<file path="config.mk">
export PLATFORM = sky130hd
export DESIGN_NAME = binary_min_heap_queue
export DESIGN_NICKNAME = d
export VERILOG_FILES = /design/src/design/bmhq_pkg.sv /design/src/design/bmhq_ram.sv /design/src/design/bmhq_seq.sv /design/src/design/binary_min_heap_queue.sv
export SDC_FILE = /design/constraint.sdc
export NUM_CORES = 2
export LEC_CHECK = 0
export BUFFER_PORTS_ARGS = -buffer_cell sky130_fd_sc_hd__buf_2
export CAP_MARGIN = 20
export CORE_ASPECT_RATIO = 1.4
export CORE_MARGIN = 10
export CORE_UTILIZATION = 45
export CTS_CLUSTER_DIAMETER = 200
export DETAILED_ROUTE_END_ITERATION = 12
export PLACE_DENSITY = 0.62
export SETUP_SLACK_MARGIN = 0.02
export SLEW_MARGIN = 20
export SYNTH_ARGS = -nofsm -noshare
export SYNTH_HDL_FRONTEND = slang
export SYNTH_HIERARCHICAL = 1
export SYNTH_SLANG_ARGS = --single-unit
</file>
<file path="constraint.sdc">
create_clock -name clk -period 22.2 [get_ports clk]
set_input_delay 5.55 -clock clk [delete_from_list [all_inputs] [get_ports clk]]
set_output_delay 5.55 -clock clk [all_outputs]
set_load 0.005 [all_outputs]
</file>
<file path="src/design/bmhq_pkg.sv">
// Shared types, constants and sequencer states for the binary min-heap queue.
// No dependencies; every other design file but bmhq_ram refers to it by scoped names.
package bmhq_pkg;

	// Heap storage geometry
	localparam int DEPTH = 64;
	localparam int AW    = $clog2(DEPTH);
	localparam int CNT_W = AW + 1;

	// Field widths
	localparam int KEY_W  = 32;
	localparam int PAY_W  = 32;
	localparam int FUNC_W = 2;
	localparam int STAT_W = 2;

	// Operation codes
	localparam logic [FUNC_W-1:0] FN_INSERT  = 2'd0;
	localparam logic [FUNC_W-1:0] FN_EXTRACT = 2'd1;
	localparam logic [FUNC_W-1:0] FN_PEEK    = 2'd2;

	// Result status codes
	localparam logic [STAT_W-1:0] ST_OK    = 2'd0;
	localparam logic [STAT_W-1:0] ST_FULL  = 2'd1;
	localparam logic [STAT_W-1:0] ST_EMPTY = 2'd2;

	// Key reported when no entry is returned
	localparam logic [KEY_W-1:0] NONE_KEY = '1;

	// Capacity register reset value and the array bound in count width
	localparam logic [CNT_W-1:0] CAP_RESET = CNT_W'(64);
	localparam logic [CNT_W-1:0] DEPTH_CNT = CNT_W'(DEPTH);

	typedef struct packed {
		logic [KEY_W-1:0] key;
		logic [PAY_W-1:0] payload;
	} entry_t;

	typedef struct packed {
		entry_t              ent;
		logic [STAT_W-1:0]   status;
		logic [CNT_W-1:0]    count;
	} result_t;

	typedef enum logic [3:0] {
		S_IDLE,
		S_UP_CHK,
		S_UP_CMP,
		S_ROOT,
		S_LAST,
		S_DN_CHK,
		S_DN_L,
		S_DN_R,
		S_DN_MV,
		S_DONE
	} state_t;

endpackage

</file>
<file path="src/design/bmhq_ram.sv">
// Generic simple dual-port RAM: one write port, one read port, registered read.
// No dependencies.
module bmhq_ram #(
	parameter int WIDTH = 64,
	parameter int DEPTH = 64
) (
	input  logic                     clk,
	input  logic                     wr_en,
	input  logic [$clog2(DEPTH)-1:0] wr_addr,
	input  logic [WIDTH-1:0]         wr_data,
	input  logic [$clog2(DEPTH)-1:0] rd_addr,
	output logic [WIDTH-1:0]         rd_data
);

	logic [WIDTH-1:0] mem [DEPTH];
	logic [WIDTH-1:0] rd_data_q;

	// Write port
	always_ff @(posedge clk) begin
		if (wr_en) begin
			mem[wr_addr] <= wr_data;
		end
	end

	// Registered read port
	always_ff @(posedge clk) begin
		rd_data_q <= mem[rd_addr];
	end

	assign rd_data = rd_data_q;

endmodule

</file>
<file path="src/design/bmhq_seq.sv">
// Heap sequencer: sift-up and sift-down over the entry RAM with one shared comparator.
// Depends on bmhq_pkg and bmhq_ram.
module bmhq_seq (
	input  logic                          clk,
	input  logic                          arst_n,
	input  logic                          start,
	input  logic [bmhq_pkg::FUNC_W-1:0]   func,
	input  logic [bmhq_pkg::KEY_W-1:0]    entry_key,
	input  logic [bmhq_pkg::PAY_W-1:0]    entry_payload,
	input  logic [bmhq_pkg::CNT_W-1:0]    capacity,
	input  logic                          out_free,
	output logic                          idle,
	output logic                          done,
	output bmhq_pkg::result_t             result
);

	bmhq_pkg::state_t state_q, state_d;

	logic [bmhq_pkg::CNT_W-1:0]  fill_q;
	logic [bmhq_pkg::AW-1:0]     pos_q;
	logic [bmhq_pkg::AW-1:0]     best_addr_q;
	logic                        best_child_q;
	logic                        is_peek_q;
	bmhq_pkg::entry_t            cur_q;
	bmhq_pkg::entry_t            best_q;
	bmhq_pkg::entry_t            res_ent_q;
	logic [bmhq_pkg::STAT_W-1:0] res_status_q;

	// RAM port signals
	logic                    ram_we;
	logic [bmhq_pkg::AW-1:0] ram_waddr;
	bmhq_pkg::entry_t        ram_wdata;
	logic [bmhq_pkg::AW-1:0] ram_raddr;
	bmhq_pkg::entry_t        rd_ent;

	// Shared comparator
	logic [bmhq_pkg::KEY_W-1:0] cmp_a;
	logic [bmhq_pkg::KEY_W-1:0] cmp_b;
	logic                       lt;

	// Address arithmetic
	logic [bmhq_pkg::AW:0]      lc;
	logic [bmhq_pkg::AW:0]      rc;
	logic [bmhq_pkg::AW-1:0]    parent;
	logic                       lc_fits;
	logic                       rc_fits;
	logic [bmhq_pkg::CNT_W-1:0] limit;
	logic                       full;
	logic [bmhq_pkg::CNT_W-1:0] last_slot;

	assign lc        = {pos_q, 1'b1};
	assign rc        = lc + (bmhq_pkg::AW + 1)'(1);
	assign parent    = (pos_q - bmhq_pkg::AW'(1)) >> 1;
	assign lc_fits   = lc < fill_q;
	assign rc_fits   = rc < fill_q;
	assign limit     = (capacity < bmhq_pkg::DEPTH_CNT) ? capacity : bmhq_pkg::DEPTH_CNT;
	assign full      = fill_q >= limit;
	assign last_slot = fill_q - bmhq_pkg::CNT_W'(1);

	bmhq_ram #(
		.WIDTH ($bits(bmhq_pkg::entry_t)),
		.DEPTH (bmhq_pkg::DEPTH)
	) u_ram (
		.clk     (clk),
		.wr_en   (ram_we),
		.wr_addr (ram_waddr),
		.wr_data (ram_wdata),
		.rd_addr (ram_raddr),
		.rd_data (rd_ent)
	);

	// Select comparator operands per step
	always_comb begin
		case (state_q)
			bmhq_pkg::S_UP_CMP: begin
				cmp_a = cur_q.key;
				cmp_b = rd_ent.key;
			end
			bmhq_pkg::S_DN_R: begin
				cmp_a = rd_ent.key;
				cmp_b = best_q.key;
			end
			default: begin
				cmp_a = rd_ent.key;
				cmp_b = cur_q.key;
			end
		endcase
	end

	assign lt = cmp_a < cmp_b;

	// Next state
	always_comb begin
		state_d = state_q;
		case (state_q)
			bmhq_pkg::S_IDLE: begin
				if (start) begin
					case (func)
						bmhq_pkg::FN_INSERT:  state_d = full ? bmhq_pkg::S_DONE : bmhq_pkg::S_UP_CHK;
						bmhq_pkg::FN_EXTRACT,
						bmhq_pkg::FN_PEEK:    state_d = (fill_q == '0) ? bmhq_pkg::S_DONE
						                                              : bmhq_pkg::S_ROOT;
						default:              state_d = bmhq_pkg::S_DONE;
					endcase
				end
			end
			bmhq_pkg::S_UP_CHK: state_d = (pos_q == '0) ? bmhq_pkg::S_DONE : bmhq_pkg::S_UP_CMP;
			bmhq_pkg::S_UP_CMP: state_d = lt ? bmhq_pkg::S_UP_CHK : bmhq_pkg::S_DONE;
			bmhq_pkg::S_ROOT: begin
				if (is_peek_q || fill_q == bmhq_pkg::CNT_W'(1)) begin
					state_d = bmhq_pkg::S_DONE;
				end else begin
					state_d = bmhq_pkg::S_LAST;
				end
			end
			bmhq_pkg::S_LAST:   state_d = bmhq_pkg::S_DN_CHK;
			bmhq_pkg::S_DN_CHK: state_d = lc_fits ? bmhq_pkg::S_DN_L : bmhq_pkg::S_DONE;
			bmhq_pkg::S_DN_L:   state_d = rc_fits ? bmhq_pkg::S_DN_R : bmhq_pkg::S_DN_MV;
			bmhq_pkg::S_DN_R:   state_d = bmhq_pkg::S_DN_MV;
			bmhq_pkg::S_DN_MV:  state_d = best_child_q ? bmhq_pkg::S_DN_CHK : bmhq_pkg::S_DONE;
			bmhq_pkg::S_DONE:   state_d = out_free ? bmhq_pkg::S_IDLE : bmhq_pkg::S_DONE;
			default:            state_d = bmhq_pkg::S_IDLE;
		endcase
	end

	// RAM control per step
	always_comb begin
		ram_we    = 1'b0;
		ram_waddr = pos_q;
		ram_wdata = cur_q;
		ram_raddr = '0;
		case (state_q)
			bmhq_pkg::S_UP_CHK: begin
				if (pos_q == '0) begin
					ram_we = 1'b1;
				end else begin
					ram_raddr = parent;
				end
			end
			bmhq_pkg::S_UP_CMP: begin
				// Pull the larger parent down into the hole, or drop the new entry here
				ram_we    = 1'b1;
				ram_wdata = lt ? rd_ent : cur_q;
			end
			bmhq_pkg::S_ROOT: begin
				ram_raddr = last_slot[bmhq_pkg::AW-1:0];
			end
			bmhq_pkg::S_DN_CHK: begin
				if (lc_fits) begin
					ram_raddr = lc[bmhq_pkg::AW-1:0];
				end else begin
					ram_we = 1'b1;
				end
			end
			bmhq_pkg::S_DN_L: begin
				ram_raddr = rc[bmhq_pkg::AW-1:0];
			end
			bmhq_pkg::S_DN_MV: begin
				// Lift the smaller child into the hole, or settle the moving entry
				ram_we    = 1'b1;
				ram_wdata = best_child_q ? best_q : cur_q;
			end
			default: begin
				ram_raddr = '0;
			end
		endcase
	end

	// Control registers
	always_ff @(posedge clk or negedge arst_n) begin
		if (!arst_n) begin
			state_q <= bmhq_pkg::S_IDLE;
			fill_q  <= '0;
		end else begin
			state_q <= state_d;
			if (state_q == bmhq_pkg::S_IDLE && start && func == bmhq_pkg::FN_INSERT && !full) begin
				fill_q <= fill_q + bmhq_pkg::CNT_W'(1);
			end else if (state_q == bmhq_pkg::S_ROOT && !is_peek_q) begin
				fill_q <= last_slot;
			end
		end
	end

	// Datapath registers
	always_ff @(posedge clk) begin
		case (state_q)
			bmhq_pkg::S_IDLE: begin
				if (start) begin
					cur_q.key         <= entry_key;
					cur_q.payload     <= entry_payload;
					pos_q             <= fill_q[bmhq_pkg::AW-1:0];
					is_peek_q         <= func == bmhq_pkg::FN_PEEK;
					res_ent_q.key     <= bmhq_pkg::NONE_KEY;
					res_ent_q.payload <= '0;
					case (func)
						bmhq_pkg::FN_INSERT:  res_status_q <= full ? bmhq_pkg::ST_FULL
						                                           : bmhq_pkg::ST_OK;
						bmhq_pkg::FN_EXTRACT,
						bmhq_pkg::FN_PEEK:    res_status_q <= (fill_q == '0) ? bmhq_pkg::ST_EMPTY
						                                                     : bmhq_pkg::ST_OK;
						default:              res_status_q <= bmhq_pkg::ST_OK;
					endcase
				end
			end
			bmhq_pkg::S_UP_CMP: begin
				if (lt) begin
					pos_q <= parent;
				end
			end
			bmhq_pkg::S_ROOT: begin
				res_ent_q <= rd_ent;
			end
			bmhq_pkg::S_LAST: begin
				cur_q <= rd_ent;
				pos_q <= '0;
			end
			bmhq_pkg::S_DN_L: begin
				// Left child wins only if strictly smaller than the moving entry
				best_q       <= lt ? rd_ent : cur_q;
				best_child_q <= lt;
				best_addr_q  <= lc[bmhq_pkg::AW-1:0];
			end
			bmhq_pkg::S_DN_R: begin
				// Right child wins only if strictly smaller than the current best
				if (lt) begin
					best_q       <= rd_ent;
					best_child_q <= 1'b1;
					best_addr_q  <= rc[bmhq_pkg::AW-1:0];
				end
			end
			bmhq_pkg::S_DN_MV: begin
				if (best_child_q) begin
					pos_q <= best_addr_q;
				end
			end
			default: begin
				pos_q <= pos_q;
			end
		endcase
	end

	assign idle          = state_q == bmhq_pkg::S_IDLE;
	assign done          = state_q == bmhq_pkg::S_DONE;
	assign result.ent    = res_ent_q;
	assign result.status = res_status_q;
	assign result.count  = fill_q;

endmodule

</file>
<file path="src/design/binary_min_heap_queue.sv">
// Top level of the binary min-heap queue: capacity register, sequencer, result register.
// Depends on bmhq_pkg and bmhq_seq.
//
//  channel | handshake            | payload
//  --------+----------------------+------------------------------------------------
//  in      | in_valid / in_ready  | func, entry_key, entry_payload
//  out     | out_valid / out_ready| out_key, out_payload, status, entry_count
//  cfg     | cfg_valid / cfg_ready| cfg_data (capacity)
//
// One request at a time: in_ready is high only while the sequencer is idle. Insert moves
// the new entry up one level per parent compare until it reaches the root or a parent
// no larger than it. Extract returns the root, moves the last entry to the root and sinks
// it one level at a time while a child is strictly smaller; peek and a one-entry extract
// read only the root; refused, empty and unused-code requests skip the heap walk.
// A finished result waits in the output register while the next request runs; a stalled
// result holds the sequencer only when a second result is ready. Reset clears the count,
// sets capacity to 64; entries need no clearing.
module binary_min_heap_queue (
	input  logic                          clk,
	input  logic                          arst_n,
	input  logic                          in_valid,
	output logic                          in_ready,
	input  logic [bmhq_pkg::FUNC_W-1:0]   func,
	input  logic [bmhq_pkg::KEY_W-1:0]    entry_key,
	input  logic [bmhq_pkg::PAY_W-1:0]    entry_payload,
	output logic                          out_valid,
	input  logic                          out_ready,
	output logic [bmhq_pkg::KEY_W-1:0]    out_key,
	output logic [bmhq_pkg::PAY_W-1:0]    out_payload,
	output logic [bmhq_pkg::STAT_W-1:0]   status,
	output logic [bmhq_pkg::CNT_W-1:0]    entry_count,
	input  logic                          cfg_valid,
	output logic                          cfg_ready,
	input  logic [bmhq_pkg::CNT_W-1:0]    cfg_data
);

	logic [bmhq_pkg::CNT_W-1:0] capacity_q;
	logic                       out_valid_q;
	bmhq_pkg::result_t          out_q;
	bmhq_pkg::result_t          seq_result;
	logic                       seq_idle;
	logic                       seq_done;
	logic                       out_free;
	logic                       load;

	assign cfg_ready = 1'b1;
	assign in_ready  = seq_idle;
	assign out_free  = !out_valid_q || out_ready;
	assign load      = seq_done && out_free;

	// Capacity register
	always_ff @(posedge clk or negedge arst_n) begin
		if (!arst_n) begin
			capacity_q <= bmhq_pkg::CAP_RESET;
		end else if (cfg_valid && cfg_ready) begin
			capacity_q <= cfg_data;
		end
	end

	bmhq_seq u_seq (
		.clk           (clk),
		.arst_n        (arst_n),
		.start         (in_valid && in_ready),
		.func          (func),
		.entry_key     (entry_key),
		.entry_payload (entry_payload),
		.capacity      (capacity_q),
		.out_free      (out_free),
		.idle          (seq_idle),
		.done          (seq_done),
		.result        (seq_result)
	);

	// Output valid: set on load, drop when taken
	always_ff @(posedge clk or negedge arst_n) begin
		if (!arst_n) begin
			out_valid_q <= 1'b0;
		end else if (load) begin
			out_valid_q <= 1'b1;
		end else if (out_ready) begin
			out_valid_q <= 1'b0;
		end
	end

	// Output payload: advance on load, hold otherwise
	always_ff @(posedge clk) begin
		if (load) begin
			out_q <= seq_result;
		end
	end

	assign out_valid   = out_valid_q;
	assign out_key     = out_q.ent.key;
	assign out_payload = out_q.ent.payload;
	assign status      = out_q.status;
	assign entry_count = out_q.count;

endmodule

</file>
==> metrics.yaml <==
ys_top_cells_by_area: "edfxtp_1 76%, mux4_2 13%, nand2_1 0.97%"
cts_resized: 0
die_y_um: 752
max_freq_mhz: 124
p_leak_nw: 59.6
worst_slew_pin_slew_ps: 1240
numCtsBuffers: 393
finalCritPeriodShare_pct: 36.4
cts_setup_buffers: 0
drc: 0
dp_hpwl_mm: 283
fin_cells: 13800
final_nets: 8561
numPortBuffers: 152
crit_type: "flip-flop to flip-flop"
die_area_mm2: 0.408
combPwrFrac_pct: 34.3
p_sw_mw: 9.34
clk_path_buf_depth: 4
syn_area_mm2: 0.172
pwr-share-clk_pct: 25.4
num_rows: 268
synth_nets: 8157
holdWs_ps: 387
yosysMostFrequentCell: "edfxtp_1"
cts_htree_levels: 5
gp_congestion: 0.856
rsz0062_at_grt: "false"
drt_wl_total_mm: 522
design_area_mm2: 0.195
initial_core_util_pct: 45.2
cap_violations: 0
grt-ovfl-total: 0
required_ps: 22810
cts-root-buf: "clkbuf_16"
power_mw: 27.9
placed_cell_area_mm2: 0.181
syn_avg_cell_area_um2: 21.5
slew_headroom_pct: 17.3
drv_slew: 0
grt_usage_pct: 25.1
drive_gt1_share_pct: 26.8
area_growth_pct: 13.1
syn_inst: 8020
grt_max_degree: 129
viasPerCell: 6.51
clkTransAtPathRegs_ps: 70
status: "finished, final reports clean"
min_period_ps: 8070
setup_viol: 0
ys_warn_count: 6
swShare_pct: 33.5
synth_edf_count: 4377
drtPass1Iterations: 6
crit_fanout: 75
wl_per_cell_um: 37.9
finClkSkew_ps: 62.3
yosysTopAreaCell: "edfxtp_1"
synth.yosys.seq_area_share_pct: 77.4
tns_ps: 0
placed_cells: 13000
drt-initial-drc-count: 13000
cp-end-kind: "flip-flop"
power_density_mw_per_mm2: 143
vdd_drop_max_uv: 170
core_area_mm2: 0.381
ios: 154
clk_latency_ps: 970
synthTopCellsByCount: "4377 x edfxtp_1, 1024 x mux4_2, 444 x nand2_1, 207 x clkbuf_1, 180 x buf_2"
async_reset_ff_share_pct: 0.426
die_x_um: 543
critPathArrivalTime_ps: 8680
yosysUniqueCellTypes: 65
yosys.area.top_type_share_pct: 76.4
p_seq_share_pct: 40.3
p_int_mw: 18.6
ant_nets: 0
timing_hold_violations_final: 0
cts_sinks: 4460
ys_seq_elements: 4460
worstHoldPathType: "flip-flop to flip-flop"
nFillCells: 29400
grt_pass1_wl_mm: 723
worstSetupStartpointType: "flip-flop"
cts_tree: "built"
grt_pass1_vias: 88600
antenna_found_initial: 23
vias: 89600
ys.flop_type: "edfxtp_1"
ctsHoldBuffers: 0
==> per-stage QoR <==
step | utilization (%) | worst slack (ps)
after floorplan | - | 13360
after global placement | 47.6 | 14090
after detailed placement | 47.7 | 14010
after CTS | 51.1 | 13990
after global routing | 51.1 | 13820
final | 51.1 | 14130
==> worst max-delay path, cell delays in order, from the launching register on <==
cell      delay (ps)
dfrtp_1          640
nor4b_4          980
buf_4            540
buf_6            720
nor3_1           130
a221oi_1         260
ha_1             300
a21oi_1          140
o21ai_0          170
a22oi_1          270
o211ai_1         160
o211ai_2         380
a31o_4           650
buf_4            730
buf_4            900
o221ai_4         210
buf_4            350
==> power groups by stage <==
stage / Clock, mW / Combinational (mW) / Sequential [mW]
floorplan: 0 / 6.36 / 11.3
CTS: 7.18 / 9.56 / 11.2
global route: 7.50 / 10.1 / 11.3
finish: 7.10 / 9.56 / 11.2
global placement: 0 / 9.40 / 11.4
detailed placement: 0 / 9.55 / 11.4
==> placed cells by master (no fill, tap or decap), types with 32 or more instances in the layout <==
cell type / Yosys / layout
edfxtp_1: 4377 / 4377
mux4_2: 1024 / 1024
nand2_1: 444 / 437
clkbuf_16: 0 / 402
buf_4: 37 / 295
a22oi_1: 175 / 175
buf_2: 180 / 152
mux2i_1: 136 / 136
inv_1: 101 / 101
a22o_1: 88 / 88
o22ai_1: 84 / 84
nor2_1: 142 / 77
clkinv_1: 0 / 74
and3_1: 69 / 68
o221ai_4: 0 / 67
a211oi_1: 67 / 67
nor2_4: 0 / 65
dfxtp_1: 64 / 64
clkinv_2: 0 / 63
clkbuf_1: 207 / 60
ha_1: 59 / 59
nand3_1: 58 / 58
mux2_4: 56 / 56
bufinv_16: 0 / 56
o21ai_0: 49 / 48
nand2b_1: 50 / 47
nor3_1: 47 / 43
o221ai_1: 105 / 38
and2_1: 39 / 34
a221oi_1: 32 / 32
==> worst paths after layout <==
kind                             startpoint                      end  cells after the start  slack, ps
min reg2reg                u_seq/result[25]          out_payload[16]                      0        390
max                        u_seq/state_q[1]  u_seq/u_ram/mem[18][43]                     16      14130
min                        u_seq/result[25]          out_payload[16]                      0        390
min in group asynchronous            arst_n          u_seq/fill_q[6]                      1       4560
max reg2reg                u_seq/state_q[1]  u_seq/u_ram/mem[18][43]                     16      14130
max in group asynchronous            arst_n            capacity_q[6]                      1      17290
==> routing by layer <==
layer	up-vias	track usage, %	routed length (µm)
li1	34300	-	-
met1	48500	32.9	186000
met2	5539	41.2	254000
met3	1133	5.59	57000
met4	10	10.0	24100
met5	-	0	75
==> sequential cells by signal, indices dropped and copies added (netlist names) <==
register and flops:
out_key 32, status 2, u_seq/pos_q 6, u_seq/best_q 64, u_seq/state_q 4, u_seq/result 64, u_seq/res_status_q 2, u_seq/is_peek_q 1
u_seq/u_ram/rd_data 64, out_valid 1, entry_count 7, out_payload 32, u_seq/best_addr_q 6, u_seq/best_child_q 1, u_seq/u_ram/mem 4096, u_seq/fill_q 7
u_seq/cur_q 64, capacity_q 7
==> area by class of cell <==
type                    count  area [µm²]  area share [%]
well taps                4995        6250            3.21
diodes                     21        52.6          0.0270
inverters                 101         379           0.195
repair buffers            471        3440            1.77
multi-input cells        2997       38100            19.6
clock inverters           243        2740            1.41
flip-flops and latches   4460      133000            68.4
clock buffers             474       10500            5.37
==> logic make-up (layout without fill, tap and decap cells) <==
logic type | after synthesis | after routing | synth area share, %
DFF | 4460 | 4460 | 77.4
muxes | 1232 | 1232 | 14.8
and+or+nand+nor | 966 | 966 | 2.61
AOI/OAI and AO/OA | 719 | 719 | 3.17
buffers and inverters | 563 | 1289 | 1.49
adders and majority gates | 59 | 59 | 0.429
xor gates and xnor gates | 20 | 20 | 0.102
other | 1 | 22 | 0.00218
Power figures use the tool's default switching activity.
